### config.mk
export PLATFORM = sky130hd
export DESIGN_NAME = html_tag_event_tokenizer_core_flat
export DESIGN_NICKNAME = d
export VERILOG_FILES = /design/src/rtl/core/htet_pkg.sv /design/src/rtl/core/htet_in_if.sv /design/src/rtl/core/htet_out_if.sv /design/src/rtl/core/htet_ram.sv /design/src/rtl/core/htet_ctrl.sv /design/src/rtl/core/htet_dpath.sv /design/src/rtl/core/html_tag_event_tokenizer_core.sv /design/src/flat_wrapper.sv
export SDC_FILE = /design/constraint.sdc
export NUM_CORES = 1
export LEC_CHECK = 0
export BUFFER_PORTS_ARGS = -buffer_cell sky130_fd_sc_hd__clkbuf_2
export CELL_PAD_IN_SITES_DETAIL_PLACEMENT = 1
export CELL_PAD_IN_SITES_GLOBAL_PLACEMENT = 1
export CORE_ASPECT_RATIO = 0.8
export CORE_UTILIZATION = 35
export CTS_CLUSTER_SIZE = 25
export DETAILED_ROUTE_END_ITERATION = 10
export PLACE_DENSITY_LB_ADDON = 0.1
export SETUP_SLACK_MARGIN = 0.05
export SLEW_MARGIN = 20
export SYNTH_ARGS = -nofsm -noshare
export SYNTH_HDL_FRONTEND = slang
export SYNTH_SLANG_ARGS = --single-unit
### constraint.sdc
create_clock -name clk -period 3.8 [get_ports clk]
set_clock_uncertainty 0.1 [all_clocks]
set_input_delay 0.76 -clock clk [delete_from_list [all_inputs] [get_ports clk]]
set_output_delay 0.76 -clock clk [all_outputs]
set_load 0.05 [all_outputs]
### src/rtl/core/htet_pkg.sv
// htet_pkg: shared types, constants and lookup functions of the tag tokenizer
// depends on nothing; used by every other file of the block but htet_ram
`timescale 1ns / 1ps

package htet_pkg;

  localparam int NAME_DEPTH = 32;
  localparam int ADDR_W     = $clog2(NAME_DEPTH);
  localparam int CNT_W      = $clog2(NAME_DEPTH + 1);
  localparam int LEN_W      = 6;
  localparam int KIND_W     = 3;
  localparam int BYTE_W     = 8;

  // void element names, packed back to back
  localparam int VOID_NUM   = 15;
  localparam int VOID_CHARS = 61;
  localparam int VOID_MAX   = 6;
  localparam int POS_W      = 3;
  localparam logic [VOID_CHARS*8-1:0] VOID_TEXT =
    "areabasebrcolembedhrimginputkeygenlinkmetaparamsourcetrackwbr";
  localparam int VOID_LEN [VOID_NUM] = '{4, 4, 2, 3, 5, 2, 3, 5, 6, 4, 4, 5, 6, 5, 3};
  localparam int VOID_OFF [VOID_NUM] =
    '{0, 4, 8, 10, 13, 18, 20, 23, 28, 34, 38, 42, 47, 53, 58};

  typedef enum logic [3:0] {
    CL_LT     = 4'd0,
    CL_BANG   = 4'd1,
    CL_DASH   = 4'd2,
    CL_SLASH  = 4'd3,
    CL_GT     = 4'd4,
    CL_ALNUM  = 4'd5,
    CL_SPACE  = 4'd6,
    CL_LF     = 4'd7,
    CL_QUOTE  = 4'd8,
    CL_OTHER  = 4'd9
  } cls_t;

  typedef enum logic [3:0] {
    SC_IDLE       = 4'd0,
    SC_LT         = 4'd1,
    SC_BANG       = 4'd2,
    SC_CMT        = 4'd3,
    SC_CMT_DASH   = 4'd4,
    SC_CMT_DASH2  = 4'd5,
    SC_OPEN_NAME  = 4'd6,
    SC_ATTR       = 4'd7,
    SC_SLASH      = 4'd8,
    SC_CLOSE_NAME = 4'd9,
    SC_END        = 4'd10
  } scan_t;

  typedef enum logic [KIND_W-1:0] {
    EV_CMT_START = 3'd0,
    EV_CMT_END   = 3'd1,
    EV_OPEN      = 3'd2,
    EV_CLOSE     = 3'd3,
    EV_SELF      = 3'd4
  } kind_t;

  typedef enum logic [1:0] {
    C_IDLE = 2'd0,
    C_READ = 2'd1,
    C_EMIT = 2'd2
  } ctl_t;

  typedef struct packed {
    logic step;     // input item taken this cycle
    logic advance;  // result taken, move to the next name character
  } htet_cmd_t;

  typedef struct packed {
    logic ev_single;  // accepted byte ends in a one-result event
    logic ev_stream;  // accepted byte ends in a named event to stream out
    logic last;       // result on show is the final one of its event
  } htet_stat_t;

  function automatic cls_t byte_class(logic [7:0] b);
    cls_t c;
    if (b inside {[8'h30:8'h39], [8'h41:8'h5A], [8'h61:8'h7A]}) begin
      c = CL_ALNUM;
    end else begin
      case (b)
        8'h3C: c = CL_LT;
        8'h21: c = CL_BANG;
        8'h2D: c = CL_DASH;
        8'h2F: c = CL_SLASH;
        8'h3E: c = CL_GT;
        8'h20, 8'h09, 8'h0D, 8'h0B, 8'h0C: c = CL_SPACE;
        8'h0A: c = CL_LF;
        8'h22: c = CL_QUOTE;
        default: c = CL_OTHER;
      endcase
    end
    return c;
  endfunction

  function automatic scan_t next_scan(scan_t prev, cls_t c);
    scan_t n;
    case (prev)
      SC_IDLE:      n = (c == CL_LT) ? SC_LT : SC_IDLE;
      SC_LT: begin
        case (c)
          CL_BANG:  n = SC_BANG;
          CL_SLASH: n = SC_CLOSE_NAME;
          CL_ALNUM: n = SC_OPEN_NAME;
          default:  n = SC_IDLE;
        endcase
      end
      SC_BANG:      n = (c == CL_DASH) ? SC_CMT : SC_IDLE;
      SC_CMT:       n = (c == CL_DASH) ? SC_CMT_DASH : SC_CMT;
      SC_CMT_DASH:  n = (c == CL_DASH) ? SC_CMT_DASH2 : SC_CMT;
      SC_CMT_DASH2: n = (c == CL_GT) ? SC_END : SC_CMT;
      SC_OPEN_NAME: begin
        case (c)
          CL_SLASH:          n = SC_SLASH;
          CL_GT:             n = SC_END;
          CL_SPACE, CL_LF:   n = SC_ATTR;
          CL_QUOTE:          n = SC_IDLE;
          default:           n = SC_OPEN_NAME;
        endcase
      end
      SC_ATTR: begin
        case (c)
          CL_SLASH: n = SC_SLASH;
          CL_GT:    n = SC_END;
          default:  n = SC_ATTR;
        endcase
      end
      SC_SLASH:     n = (c == CL_GT) ? SC_END : SC_ATTR;
      SC_CLOSE_NAME: begin
        case (c)
          CL_GT:    n = SC_END;
          CL_ALNUM: n = SC_CLOSE_NAME;
          default:  n = SC_IDLE;
        endcase
      end
      default:      n = (c == CL_LT) ? SC_LT : SC_IDLE;
    endcase
    return n;
  endfunction

  // does character b at position pos match void name j
  function automatic logic void_char_hit(int j, logic [POS_W-1:0] pos, logic [7:0] b);
    int  k;
    logic hit;
    k   = VOID_OFF[j] + int'(pos);
    hit = 1'b0;
    if (int'(pos) < VOID_LEN[j]) begin
      hit = (VOID_TEXT[(VOID_CHARS - 1 - k) * 8 +: 8] == b);
    end
    return hit;
  endfunction

endpackage

### src/rtl/core/htet_in_if.sv
// htet_in_if: byte input channel of the tag tokenizer
// depends on htet_pkg
`timescale 1ns / 1ps

interface htet_in_if;
  import htet_pkg::*;

  logic              valid;
  logic              ready;
  logic [BYTE_W-1:0] data_byte;

  modport source (output valid, output data_byte, input ready);
  modport sink   (input valid, input data_byte, output ready);
endinterface

### src/rtl/core/htet_out_if.sv
// htet_out_if: event result channel of the tag tokenizer
// depends on htet_pkg
`timescale 1ns / 1ps

interface htet_out_if;
  import htet_pkg::*;

  logic              valid;
  logic              ready;
  logic [KIND_W-1:0] event_kind;
  logic [BYTE_W-1:0] name_char;
  logic [LEN_W-1:0]  name_length;
  logic              name_truncated;
  logic              last_of_run;

  modport source (output valid, output event_kind, output name_char, output name_length,
                  output name_truncated, output last_of_run, input ready);
  modport sink   (input valid, input event_kind, input name_char, input name_length,
                  input name_truncated, input last_of_run, output ready);
endinterface

### src/rtl/core/htet_ram.sv
// htet_ram: generic single write port, single read port ram with registered read
// depends on nothing
`timescale 1ns / 1ps

module htet_ram #(
  parameter int WIDTH = 8,
  parameter int DEPTH = 32
) (
  input  logic                     clk,
  input  logic                     we,
  input  logic [$clog2(DEPTH)-1:0] waddr,
  input  logic [WIDTH-1:0]         wdata,
  input  logic [$clog2(DEPTH)-1:0] raddr,
  output logic [WIDTH-1:0]         rdata
);

  logic [WIDTH-1:0] mem [DEPTH];

  always_ff @(posedge clk) begin
    if (we) begin
      mem[waddr] <= wdata;
    end
    rdata <= mem[raddr];
  end

endmodule

### src/rtl/core/htet_ctrl.sv
// htet_ctrl: handshake controller of the tag tokenizer
// depends on htet_pkg
`timescale 1ns / 1ps

module htet_ctrl
  import htet_pkg::*;
(
  input  logic       clk,
  input  logic       rst,
  input  logic       in_valid,
  output logic       in_ready,
  output logic       out_valid,
  input  logic       out_ready,
  input  htet_stat_t stat,
  output htet_cmd_t  cmd
);

  ctl_t state, state_next;

  always_ff @(posedge clk) begin
    if (rst) begin
      state <= C_IDLE;
    end else begin
      state <= state_next;
    end
  end

  always_comb begin
    state_next = state;
    case (state)
      C_IDLE: begin
        if (in_valid) begin
          if (stat.ev_stream) begin
            state_next = C_READ;
          end else if (stat.ev_single) begin
            state_next = C_EMIT;
          end
        end
      end
      C_READ: state_next = C_EMIT;
      C_EMIT: begin
        if (out_ready) begin
          state_next = stat.last ? C_IDLE : C_READ;
        end
      end
      default: state_next = C_IDLE;
    endcase
  end

  always_comb begin
    in_ready    = 1'b0;
    out_valid   = 1'b0;
    cmd.step    = 1'b0;
    cmd.advance = 1'b0;
    case (state)
      C_IDLE: begin
        in_ready = 1'b1;
        cmd.step = in_valid;
      end
      C_EMIT: begin
        out_valid   = 1'b1;
        cmd.advance = out_ready && !stat.last;
      end
      default: ;
    endcase
  end

endmodule

### src/rtl/core/htet_dpath.sv
// htet_dpath: scanner state, name capture, void match and result registers
// depends on htet_pkg and htet_ram
`timescale 1ns / 1ps

module htet_dpath
  import htet_pkg::*;
(
  input  logic              clk,
  input  logic              rst,
  input  htet_cmd_t         cmd,
  output htet_stat_t        stat,
  input  logic [BYTE_W-1:0] data_byte,
  output logic [KIND_W-1:0] event_kind,
  output logic [BYTE_W-1:0] name_char,
  output logic [LEN_W-1:0]  name_length,
  output logic              name_truncated,
  output logic              last_of_run
);

  scan_t               scan_state;
  logic [CNT_W-1:0]    name_count;
  logic                overflow_seen;
  logic [VOID_NUM-1:0] cand;

  kind_t               em_kind;
  logic [CNT_W-1:0]    em_len;
  logic                em_trunc;
  logic                em_zero;
  logic [ADDR_W-1:0]   rd_idx;
  logic [BYTE_W-1:0]   rdata;

  scan_t               prev, cur;
  logic                capture, has_room, is_void, has_event, is_comment;
  kind_t               ev_kind;
  logic [POS_W-1:0]    pos;
  logic [VOID_NUM-1:0] cand_next, len_hit;

  always_comb begin
    prev     = (scan_state > SC_CLOSE_NAME) ? SC_IDLE : scan_state;
    cur      = next_scan(prev, byte_class(data_byte));
    capture  = (cur == SC_OPEN_NAME && (prev == SC_LT || prev == SC_OPEN_NAME)) ||
               (cur == SC_CLOSE_NAME && prev == SC_CLOSE_NAME);
    has_room = name_count < CNT_W'(NAME_DEPTH);
    pos      = (name_count > CNT_W'(VOID_MAX)) ? POS_W'(VOID_MAX + 1) : name_count[POS_W-1:0];
    for (int j = 0; j < VOID_NUM; j++) begin
      cand_next[j] = cand[j] && void_char_hit(j, pos, data_byte);
      len_hit[j]   = cand[j] && (name_count == CNT_W'(VOID_LEN[j]));
    end
    is_void = !overflow_seen && (|len_hit);

    has_event = 1'b0;
    ev_kind   = EV_CMT_START;
    if (prev == SC_BANG && cur == SC_CMT) begin
      has_event = 1'b1;
    end else if (cur == SC_END) begin
      has_event = 1'b1;
      case (prev)
        SC_CMT_DASH2:          ev_kind = EV_CMT_END;
        SC_OPEN_NAME, SC_ATTR: ev_kind = is_void ? EV_SELF : EV_OPEN;
        SC_CLOSE_NAME:         ev_kind = EV_CLOSE;
        default:               ev_kind = EV_SELF;
      endcase
    end
    is_comment = (ev_kind == EV_CMT_START) || (ev_kind == EV_CMT_END);

    stat.ev_single = has_event && (is_comment || name_count == '0);
    stat.ev_stream = has_event && !is_comment && name_count != '0;
    stat.last      = em_zero || ((CNT_W'(rd_idx) + CNT_W'(1)) == em_len);
  end

  always_ff @(posedge clk) begin
    if (rst) begin
      scan_state    <= SC_IDLE;
      name_count    <= '0;
      overflow_seen <= 1'b0;
      cand          <= '1;
    end else if (cmd.step) begin
      if (capture) begin
        if (has_room) begin
          name_count <= name_count + CNT_W'(1);
          cand       <= cand_next;
        end else begin
          overflow_seen <= 1'b1;
        end
      end
      // tag end or fall back to idle clears the name
      if (cur == SC_END || cur == SC_IDLE) begin
        scan_state    <= SC_IDLE;
        name_count    <= '0;
        overflow_seen <= 1'b0;
        cand          <= '1;
      end else begin
        scan_state <= cur;
      end
    end
  end

  always_ff @(posedge clk) begin
    if (cmd.step && has_event) begin
      em_kind  <= ev_kind;
      em_zero  <= is_comment || name_count == '0;
      em_len   <= is_comment ? '0 : name_count;
      em_trunc <= is_comment ? 1'b0 : overflow_seen;
      rd_idx   <= '0;
    end else if (cmd.advance) begin
      rd_idx <= rd_idx + ADDR_W'(1);
    end
  end

  htet_ram #(
    .WIDTH (BYTE_W),
    .DEPTH (NAME_DEPTH)
  ) u_name_ram (
    .clk   (clk),
    .we    (cmd.step && capture && has_room),
    .waddr (name_count[ADDR_W-1:0]),
    .wdata (data_byte),
    .raddr (rd_idx),
    .rdata (rdata)
  );

  assign event_kind     = em_kind;
  assign name_char      = em_zero ? '0 : rdata;
  assign name_length    = LEN_W'(em_len);
  assign name_truncated = em_trunc;
  assign last_of_run    = stat.last;

  a_count_bound: assert property (@(posedge clk) disable iff (rst)
    name_count <= CNT_W'(NAME_DEPTH))
    else $error("name count beyond store depth");

  a_overflow_full: assert property (@(posedge clk) disable iff (rst)
    overflow_seen |-> name_count == CNT_W'(NAME_DEPTH))
    else $error("overflow flagged with room left in the store");

  a_advance_step: assert property (@(posedge clk) disable iff (rst)
    cmd.advance && !cmd.step |=> rd_idx == $past(rd_idx) + ADDR_W'(1))
    else $error("read index did not step after a result was taken");

endmodule

### src/rtl/core/html_tag_event_tokenizer_core.sv
// html_tag_event_tokenizer_core: top level of the byte-serial tag tokenizer
// depends on htet_pkg, htet_in_if, htet_out_if, htet_ctrl, htet_dpath
`timescale 1ns / 1ps

// channel   dir   item contents
// in_ch     in    data_byte
// out_ch    out   event_kind, name_char, name_length, name_truncated, last_of_run
//
// a byte that raises no event leaves the controller idle; the next byte is taken the cycle after
// a comment event or a nameless tag event is accepted, then shows a single result
// a named tag event of n characters shows n results, one name ram read per result
// rst is synchronous and active high; it returns the scanner to idle and empties the name
// no byte is taken while an event's results are still on their way out; out_ch stalls
// hold the shown result and the read position

module html_tag_event_tokenizer_core
  import htet_pkg::*;
(
  input logic              clk,
  input logic              rst,
  htet_in_if.sink          in_ch,
  htet_out_if.source       out_ch
);

  htet_cmd_t  cmd;
  htet_stat_t stat;

  // controller: sequences accept, name read and result hand-off
  htet_ctrl u_ctrl (
    .clk       (clk),
    .rst       (rst),
    .in_valid  (in_ch.valid),
    .in_ready  (in_ch.ready),
    .out_valid (out_ch.valid),
    .out_ready (out_ch.ready),
    .stat      (stat),
    .cmd       (cmd)
  );

  // datapath: byte classing, scanner, name store and the result registers
  htet_dpath u_dpath (
    .clk            (clk),
    .rst            (rst),
    .cmd            (cmd),
    .stat           (stat),
    .data_byte      (in_ch.data_byte),
    .event_kind     (out_ch.event_kind),
    .name_char      (out_ch.name_char),
    .name_length    (out_ch.name_length),
    .name_truncated (out_ch.name_truncated),
    .last_of_run    (out_ch.last_of_run)
  );

endmodule

### src/flat_wrapper.sv
// flat-port wrapper written by rule: the top's interface ports become plain ports
module html_tag_event_tokenizer_core_flat import htet_pkg::*;
  (clk, rst, in_ch_valid, in_ch_data_byte, in_ch_ready, out_ch_valid, out_ch_event_kind, out_ch_name_char, out_ch_name_length, out_ch_name_truncated, out_ch_last_of_run, out_ch_ready);
  htet_in_if in_ch_i ();
  htet_out_if out_ch_i ();
  input logic clk;
  input logic rst;
  input wire logic [$bits(in_ch_i.valid)-1:0] in_ch_valid;
  input wire logic [$bits(in_ch_i.data_byte)-1:0] in_ch_data_byte;
  output wire logic [$bits(in_ch_i.ready)-1:0] in_ch_ready;
  output wire logic [$bits(out_ch_i.valid)-1:0] out_ch_valid;
  output wire logic [$bits(out_ch_i.event_kind)-1:0] out_ch_event_kind;
  output wire logic [$bits(out_ch_i.name_char)-1:0] out_ch_name_char;
  output wire logic [$bits(out_ch_i.name_length)-1:0] out_ch_name_length;
  output wire logic [$bits(out_ch_i.name_truncated)-1:0] out_ch_name_truncated;
  output wire logic [$bits(out_ch_i.last_of_run)-1:0] out_ch_last_of_run;
  input wire logic [$bits(out_ch_i.ready)-1:0] out_ch_ready;
  assign in_ch_i.valid = in_ch_valid;
  assign in_ch_i.data_byte = in_ch_data_byte;
  assign in_ch_ready = in_ch_i.ready;
  assign out_ch_valid = out_ch_i.valid;
  assign out_ch_event_kind = out_ch_i.event_kind;
  assign out_ch_name_char = out_ch_i.name_char;
  assign out_ch_name_length = out_ch_i.name_length;
  assign out_ch_name_truncated = out_ch_i.name_truncated;
  assign out_ch_last_of_run = out_ch_i.last_of_run;
  assign out_ch_i.ready = out_ch_ready;
  html_tag_event_tokenizer_core u_core (.clk(clk), .rst(rst), .in_ch(in_ch_i), .out_ch(out_ch_i));
endmodule
==> run metrics, run 1 <==
status=finished clean; Initial Utilization=0.3554; die height=192.2 µm; fraction of layout cells with a size suffix above 1=0.2388; hold_buf cts=0; Tightest Pin Transition=0.8418 ns; DR WL/cell=25.64 µm; Die Area=0.04610 mm²; Final Hold Vio Count=0; Setup TNS=0 ns; Net Count, Synth=1267; CP peak stage delay=approximately 0.56 ns; Final period util=0.9333; most frequent cells in the layout=edfxtp_1 (267), buf_4 (124), nor2_1 (91), mux4_2 (82), nand2_1 (66); Pwr Density=between 300 and 400 mW/mm²; First-pass DRT Iterations=5; crit start category=flip-flop; setup bufs post-CTS=0; latest clock arrival within the worst-skew pair=0.56 ns; fillers=4731; cts bufs inserted=30; placed insts=1892; Synth Instances=1223; Crit path max-delay family=compound AO/OA/AOI/OAI gates; clock sinks=around 310; Final setup viols=0; synth warn=0; FF+latch count, synth=308; unrepaired setup endpoints after global routing=true; CTS HTree Levels=1; Total GRT Usage=0.2199; die extent in x=239.8 µm; GRT Residual Overflow=0; DRC=0; synthesized cell area=0.01583 mm²; CP Max Fanout=18; Leak=6.152 nW; Crit Path Class=reg -> reg; via count=approximately 11000; sequential share of the synthesized area=0.5582; Buf/Inv on CP=5; core area=0.04455 mm²; Slew Viols, Final=0; overall power=0.007238 W; Clock Pin Slew Worst Setup and Hold Paths=~0.070 ns; DR vias/cell=5.611; antenna violations before repair=0; P&R area growth vs syn=16.06%; syn avg cell area=12.95 µm²; number of global-route vias before repair=10930; number of routed nets with antenna violations=0; crit path DAT=about 4.0 ns; Post-DP HPWL=35560 µm; CTS tree=yes; Fmax=0.2820 GHz; MaxCap Viol Count=0; largest net degree at the start of global routing=58; Post-CTS Resized=0; Final GP Congestion=0.8506; Rel. slew slack=0.4367; Main synth FF type=edfxtp_1; worst hold path class=reg -> reg; final period demand of the worst path=between 3 and 4 ns; worst-case clock buffer depth=3; Rows=just under 70; Max IR drop VDD=0.3806 mV; fin cells=1948; most common cell after layout, fill and taps aside=edfxtp_1; FFs w/ async S/R, synth=0; cells along the critical path=or4_1, buf_4, ha_1, inv_1, ha_1, buf_6, inv_1, buf_4, o21ai_0, a221oi_2, a21oi_1, xor2_1, nand4_1, o31ai_2, a21o_1; Cell variety after synth=76; final wirelength=between 40000 and 50000 µm; # nets final=1365; CP Capture Type=flip-flop; Min Hold Slack=between 0.3 and 0.4 ns; initial detailed-routing violation count=around 900; # IOs=33; first-pass GRT wire length=74410 µm; Critical Path RT=4.21 ns; EDFF count, synth=267; Root Driver=clkbuf_16; slowest CP cell=or4_1; Port Buffer Count=32
## worst reg2reg max path, cell delays in order (launching register included)
cell and delay [ns]:
dfxtp_1 0.31, or4_1 0.56, buf_4 0.25, ha_1 0.27, inv_1 0.10, ha_1 0.25, buf_6 0.17, inv_1 0.08
buf_4 0.20, o21ai_0 0.12, a221oi_2 0.26, a21oi_1 0.08, xor2_1 0.18, nand4_1 0.16, o31ai_2 0.26, a21o_1 0.15
## worst paths after layout
path | startpoint | endpoint | slack, ns | cells after the start
max | u_core.u_dpath.name_count[1] | u_core.u_dpath.cand[10] | 0.25 | 15
min | u_core.u_dpath.cand[2] | u_core.u_dpath.cand[2] | 0.36 | 1
max reg2reg | u_core.u_dpath.name_count[1] | u_core.u_dpath.cand[10] | 0.25 | 15
min reg2reg | u_core.u_dpath.cand[2] | u_core.u_dpath.cand[2] | 0.36 | 1
## power by group
| group | switching, W | leakage [nW] | internal, W |
|---|---|---|---|
| combinational | 0.000349 | 2.95 | 0.000259 |
| sequential | 0.0000391 | 2.74 | 0.00369 |
| clock | 0.00127 | 0.457 | 0.00163 |
| total | 0.00166 | 6.15 | 0.00558 |
## final cells by class
class | instances | area, µm² | share of cell area
clock buffer | 38 | 802.0 | 0.04365
timing repair buffer | 161 | 1182 | 0.06435
clock inverter | 17 | 143.9 | 0.007831
sequential | 308 | 8846 | 0.4814
antenna | 1 | 2.502 | 0.0001362
multi-input combinational | 791 | 6535 | 0.3556
inverter | 29 | 108.9 | 0.005924
tap | 603 | 754.5 | 0.04106
## sequential cells by signal, indices dropped and copies added (netlist names), 2 cells and up
name and cells:
u_core.u_dpath.scan_state 4, u_core.u_dpath.name_length 6, u_core.u_dpath.cand 15, u_core.u_dpath.rd_idx 5
u_core.u_ctrl.state 2, u_core.u_dpath.name_count 6, u_core.u_dpath.u_name_ram.rdata 8, u_core.u_dpath.event_kind 3
u_core.u_dpath.u_name_ram.mem 256
## through the flow
step / utilization / setup slack (ns) / cell area, µm²
final: 0.4125 / 0.2534 / 18380
after global routing: 0.4124 / 0.03692 / 18370
after CTS: 0.4116 / 0.1235 / 18340
after detailed placement: 0.3904 / -0.1032 / 17390
after global placement: 0.3904 / -0.05258 / 17390
after floorplan: - / 0.06878 / 15840
## logic make-up (layout without fill, tap and decap cells)
logic type | after synthesis | count (layout) | share of synthesized area
DFF | 308 | 308 | 0.5582
xor gates and xnor gates | 89 | 89 | 0.04923
buffers and inverters | 124 | 245 | 0.03153
and+or+nand+nor | 328 | 328 | 0.1045
AOI/OAI and AO/OA | 239 | 239 | 0.09997
other | 0 | 1 | 0
muxes | 103 | 103 | 0.1308
adders and majority gates | 32 | 32 | 0.02576
## synthesized netlist by cell type (all sizes together), types with 29 or more instances
cell | count | share of area
edfxtp | 267 | 0.51
nor2 | 91 | 0.022
mux4 | 82 | 0.12
nand2 | 66 | 0.016
clkbuf | 61 | 0.014
o21ai | 59 | 0.019
xnor2 | 54 | 0.030
a21oi | 49 | 0.015
dfxtp | 41 | 0.052
nor3 | 35 | 0.011
xor2 | 35 | 0.019
buf | 34 | 0.010
ha | 31 | 0.024
inv | 29 | 0.0069
## layer usage
metal,track usage,share of wire,wire length [µm]
met1,0.3610,0.53,26480
met5,0,0,0
met2,0.3126,0.42,20920
met3,0.02486,0.041,2067
met4,0.02638,0.0096,478
(Power assumes the default switching activity.)
==> inputs of run 2 (changes only) <==
--- a/config.mk
+++ b/config.mk
@@ -8,7 +8,8 @@
 export BUFFER_PORTS_ARGS = -buffer_cell sky130_fd_sc_hd__clkbuf_2
 export CELL_PAD_IN_SITES_DETAIL_PLACEMENT = 1
 export CELL_PAD_IN_SITES_GLOBAL_PLACEMENT = 1
-export CORE_ASPECT_RATIO = 0.8
+export CORE_ASPECT_RATIO = 2
+export CORE_MARGIN = 2
 export CORE_UTILIZATION = 35
 export CTS_CLUSTER_SIZE = 25
 export DETAILED_ROUTE_END_ITERATION = 10
==> run 2 against run 1 <==
  * Combinational power rose by 2%
  * Non-clock buffer count rose by 31
  * Count of clock-buffer cells in the layout fell by 10
  * Worst hold slack improved by 0.0018 ns
  * Sequential share of layout area fell by 0.30 points
  * Wire length rose by 5.3%
  * Sequential power barely moved
  * Clock power fell by 6%
  * Register-to-register slack got worse by 0.04 ns
  * Maximum frequency fell by 1.2%
  * Worst setup slack got worse by 0.042 ns
  * Highest routed layer unchanged
==> run metrics, run 2 (same netlist as run 1, synthesis figures left out) <==
status=finished clean; worst hold path class=reg -> reg; Final period util=0.9444; DRC=0; R2R depth=13; CP Capture Type=flip-flop; Leak=6.272 nW; met2 Usage GRT=0.4634; Fmax=0.2787 GHz; met3 usage=0.01521; max reg flops=256; fraction of layout cells with a size suffix above 1=0.2509; crit path DAT=3.93 ns; area of the multi-input gates=between 0.006 and 0.007 mm²; largest net degree at the start of global routing=65; Clock Pin Slew Worst Setup and Hold Paths=0.07 ns; # IOs=33; CTS tree=yes; Final setup viols=0; Total GRT Usage=0.2245; DR vias/cell=5.549; # nets final=1392; clock sinks=308; initial detailed-routing violation count=584; GRT Residual Overflow=0; most frequent cells in the layout=edfxtp_1 (267), buf_4 (152), nor2_1 (91), mux4_2 (82), nand2_1 (66); core area=~0.045 mm²; largest register by flop count=u_core.u_dpath.u_name_ram.mem; die extent in x=154.4 µm; # diodes=0; flop2flop setup slack=0.21 ns; RR Endpoint=u_core.u_dpath.cand[11]; unrepaired setup endpoints after global routing=true; crit start category=flip-flop; origin of the worst setup path=u_core.u_dpath.name_count[3]; setup slack at placement=-0.1894 ns; latest clock arrival within the worst-skew pair=0.55 ns; WHS Path Cells=1; CP Capture Point=u_core.u_dpath.cand[11]; Rows=110; first-pass GRT wire length=77680 µm; Final GP Congestion=0.8691; Final WS setup=roughly 0.21 ns; antenna violations before repair=0; worst-case clock buffer depth=3; most used routing layer=met2; CP Max Fanout=27; cts bufs inserted=26; Min Hold Slack=0.3611 ns; CTS HTree Levels=1; number of routed nets with antenna violations=0; Final Hold Vio Count=0; overall power=0.007070 W; post-layout util=0.4120; Crit Path Class=reg -> reg; sequential cell area=0.008843 mm²; First-pass DRT Iterations=5; Critical Path RT=4.14 ns; P&R area growth vs syn=16.75%; Slew Viols, Final=0; Setup TNS=0 ns; via count=between 10000 and 15000; FF-to-FF Start=u_core.u_dpath.name_count[3]; final wirelength=about 53000 µm; MaxCap Viol Count=0; fillers=4704; most common cell after layout, fill and taps aside=edfxtp_1; die height=304.8 µm; Port Buffer Count=32; Rel. slew slack=0.4128; final period demand of the worst path=around 3.6 ns; Max IR drop VDD=approximately 0.29 mV; number of global-route vias before repair=about 12000; Die Area=0.04706 mm²; Tightest Pin Transition=0.8776 ns; hold_buf cts=0; met1 usage=0.2149; Pwr Density=382.5 mW/mm²; DR WL/cell=27.30 µm; Top Registers=u_core.u_dpath.u_name_ram.mem x256, u_core.u_dpath.cand x15, u_core.u_dpath.u_name_ram.rdata x8; Initial Utilization=0.3529; Root Driver=clkbuf_16; Post-DP HPWL=39980 µm
## run 2: cell count changes in the layout (fill, tap and decap cells not counted), moves of 4 or more
| cell | before | now |
|---|---|---|
| buf_4 | 124 | 152 |
| buf_12 | 4 | 8 |
| clkinvlp_4 | 2 | 6 |
| clkbuf_1 | 7 | 2 |
| clkbuf_16 | 31 | 26 |
## run 2: per-layer routing
metal,vias to the layer above,routed length [µm]
met1,5450,17490
met3,109,991
met4,0,2969
met5,-,0
met2,185,31170
li1,4948,-
## run 2: layout make-up
class	count	share of cell area
Clock buffer	28	0.03561
Clock inverter	19	0.01063
Inverter	29	0.005889
Multi-Input combinational cell	791	0.3525
Sequential cell	308	0.4784
Tap cell	560	0.03791
Timing Repair Buffer	192	0.07906
## run 2: how the worst min path moves through the flow
stage | start | to
2_1_floorplan | u_core.u_dpath.cand[2] | u_core.u_dpath.cand[2]
3_3_place_gp | u_core.u_dpath.cand[12] | u_core.u_dpath.cand[12]
3_5_place_dp | u_core.u_dpath.cand[4] | u_core.u_dpath.cand[4]
4_1_cts | u_core.u_dpath.cand[12] | u_core.u_dpath.cand[12]
5_1_grt | u_core.u_dpath.cand[4] | u_core.u_dpath.cand[4]
6_report | u_core.u_dpath.cand[12] | u_core.u_dpath.cand[12]
## run 2: per-stage QoR
step | area (µm²) | cells
floorplan | 15840 | 1223
global placement | 17610 | 1880
detailed placement | 17610 | 1880
CTS | 18470 | 1927
global route | 18480 | 1927
finish | 18480 | 1927
## run 2: where the power goes
part / switching, W / internal (W)
clock: 0.00125 / 0.00147
sequential: 0.0000416 / 0.00369
combinational: 0.000353 / 0.000270
total: 0.00164 / 0.00543
## run 2: repair_timing
action	4_1_cts	5_1_grt
setup endpoints to repair	0	5
gates resized for setup	0	4
buffers inserted	0	0
## run 2: critical path, cell delays in order (launching register included)
cell,delay [ns]
dfxtp_1,0.34
or4_1,0.60
buf_4,0.19
buf_4,0.24
ha_1,0.42
buf_4,0.25
buf_4,0.14
o21ai_0,0.15
a21oi_1,0.08
o21ai_0,0.27
xnor2_1,0.16
nor3_1,0.08
buf_4,0.14
a221o_1,0.31
==> inputs of run 3 (changes only) <==
--- a/config.mk
+++ b/config.mk
@@ -13,8 +13,10 @@
 export CORE_UTILIZATION = 35
 export CTS_CLUSTER_SIZE = 25
 export DETAILED_ROUTE_END_ITERATION = 10
+export GPL_TIMING_DRIVEN = 0
 export PLACE_DENSITY_LB_ADDON = 0.1
 export SETUP_SLACK_MARGIN = 0.05
+export SKIP_CTS_REPAIR_TIMING = 1
 export SLEW_MARGIN = 20
 export SYNTH_ARGS = -nofsm -noshare
 export SYNTH_HDL_FRONTEND = slang
==> run 3 against run 2 <==
  * The run now ends with setup timing left
  * Maximum frequency fell by 7.0%
  * Sequential share of layout area barely moved
  * Sequential power barely moved
  * Flip-flop and latch count did not move
  * Final area barely moved
  * Worst hold slack got worse by 0.0020 ns
  * Power fell by 0.26%
  * Non-clock buffer count fell by 51
  * Count of clock-buffer cells in the layout rose by 2
  * Final cell count fell by 2.7%
  * Worst setup slack got worse by 0.27 ns
==> run metrics, run 3 (same netlist as run 1, synthesis figures left out) <==
cts bufs inserted=26; max reg flops=roughly 260; CP Capture Point=u_core.u_dpath.cand[2]; initial detailed-routing violation count=556; Slew Viols, Final=0; CP peak stage delay=between 0.5 and 0.6 ns; crit path DAT=4.26 ns; P_int=between 0.005 and 0.006 W; CTS HTree Levels=1; Final period util=1.016; most used cell, CP=buf_12; crit start category=flip-flop; Initial Utilization=0.3529; Clock Pin Slew Worst Setup and Hold Paths=0.07 ns; Final Hold Vio Count=0; number of routed nets with antenna violations=0; number of global-route vias before repair=11870; Top Registers=u_core.u_dpath.u_name_ram.mem x256, u_core.u_dpath.cand x15, u_core.u_dpath.u_name_ram.rdata x8; Buf/Inv on CP=6; latest clock arrival within the worst-skew pair=0.56 ns; cells along the critical path=or4_4, buf_12, clkinv_8, buf_12, buf_12, ha_4, clkinvlp_4, ha_4, inv_6, o2bb2ai_1, a21oi_2, xnor2_2, nor4_2, nand4_1, o31ai_4, a21o_1; flop2flop setup slack=-0.06 ns; Tightest Pin Transition=approximately 1.2 ns; Final setup viols=2; DRC=0; failing checks=setup timing; FF-to-FF Start=u_core.u_dpath.name_count[3]; Max IR drop VDD=0.2634 mV; P&R area growth vs syn=16.66%; most frequent cells in the layout=edfxtp_1 (267), mux4_2 (82), nand2_1 (62), nor2_1 (60), xnor2_1 (53); origin of the worst setup path=u_core.u_dpath.name_count[3]; R2R depth=16; largest register by flop count=u_core.u_dpath.u_name_ram.mem; Rows=110; DR vias/cell=5.786; most common cell after layout, fill and taps aside=edfxtp_1; die height=304.8 µm; GRT Residual Overflow=0; post-layout util=0.4117; largest net degree at the start of global routing=41; antenna violations before repair=0; # nets final=between 1000 and 1500; first-pass GRT wire length=81210 µm; CP Max Fanout=9; Pwr Density=381.8 mW/mm²; unrepaired setup endpoints after global routing=true; RR Endpoint=u_core.u_dpath.cand[2]; Net Sw Power=0.001673 W; Total GRT Usage=0.2378; CP Capture Type=flip-flop; # IOs=33; clock sinks=308; Min Hold Slack=0.3590 ns; Crit Path Class=reg -> reg; fraction of layout cells with a size suffix above 1=0.2479; Fmax=0.2590 GHz; sequential power share=0.526; Leak=5.904 nW; worst-case clock buffer depth=3; Port Buffer Count=32; final wirelength=56060 µm; Rel. slew slack=0.2266; core area=0.04487 mm²; setup slack at placement=-2.270 ns; Die Area=between 0.04 and 0.05 mm²; Final WS setup=-0.06037 ns; power share of the clock group=0.381; MaxCap Viol Count=0; Critical Path RT=4.20 ns; Root Driver=clkbuf_16; First-pass DRT Iterations=7; Comb power frac=0.093; switching part of the total power=0.2372; # diodes=0; CTS tree=yes; Final GP Congestion=0.8803; die extent in x=154.4 µm; via count=around 11000; Crit path max-delay family=simple AND/OR/NAND/NOR gates; status=finished with violations; Post-DP HPWL=~42000 µm; DR WL/cell=roughly 30 µm; critical path depth=16; worst hold path class=reg -> reg; final period demand of the worst path=3.860 ns; slowest CP cell=or4_4
-- run 3: worst min path at each step --
stage                                       start                       to  cells after the start
after global routing      u_core.u_dpath.cand[12]  u_core.u_dpath.cand[12]                      1
after detailed placement  u_core.u_dpath.cand[10]  u_core.u_dpath.cand[10]                      1
after floorplan            u_core.u_dpath.cand[2]   u_core.u_dpath.cand[2]                      1
after CTS                 u_core.u_dpath.cand[12]  u_core.u_dpath.cand[12]                      1
after global placement     u_core.u_dpath.cand[2]   u_core.u_dpath.cand[2]                      1
final                     u_core.u_dpath.cand[12]  u_core.u_dpath.cand[12]                      1
-- run 3: final cells by class --
cell class / instances / area (µm²)
buffer: 90 / 529.3
clock buffer: 30 / 686.9
tap: 560 / 700.7
clock inverter: 16 / 147.6
timing repair buffer: 51 / 372.9
inverter: 29 / 150.1
multi-input combinational: 791 / 7039
sequential: 308 / 8843
fill: 4644 / 26400
-- run 3: per-stage QoR --
step / setup TNS, ns / std cells / cell area (µm²) / power, W
after global routing: -0.1150 / 1875 / 18470 / 0.007263
after global placement: -477.64 / 1815 / 16700 / 0.004427
after detailed placement: -460.95 / 1815 / 16720 / 0.004437
final: -0.06496 / 1875 / 18470 / 0.007052
after CTS: -289.49 / 1861 / 17560 / 0.007111
after floorplan: 0 / 1223 / 15840 / 0.004175
-- run 3: worst register-to-register path: stages, from the launching register on --
cell,delay (ns)
dfxtp_4,0.38
or4_4,0.54
buf_12,0.18
clkinv_8,0.11
buf_12,0.12
buf_12,0.12
ha_4,0.19
clkinvlp_4,0.19
ha_4,0.26
inv_6,0.09
o2bb2ai_1,0.14
a21oi_2,0.06
xnor2_2,0.18
nor4_2,0.32
nand4_1,0.18
o31ai_4,0.47
a21o_1,0.18
-- run 3: power by group through the flow --
stage / sequential (W) / combinational [W] / clock [W]
finish: 0.00371 / 0.000653 / 0.00269
global route: 0.00371 / 0.000694 / 0.00286
CTS: 0.00371 / 0.000649 / 0.00275
detailed placement: 0.00379 / 0.000648 / 0
global placement: 0.00379 / 0.000639 / 0
floorplan: 0.00377 / 0.000401 / 0
-- run 3: routing by layer --
layer	up-vias	wire, µm	track usage
met5	-	0	0
met4	0	3536	0.1419
met3	123	1133	0.01450
met2	228	34230	0.4996
met1	5647	17160	0.2127
li1	4850	-	-
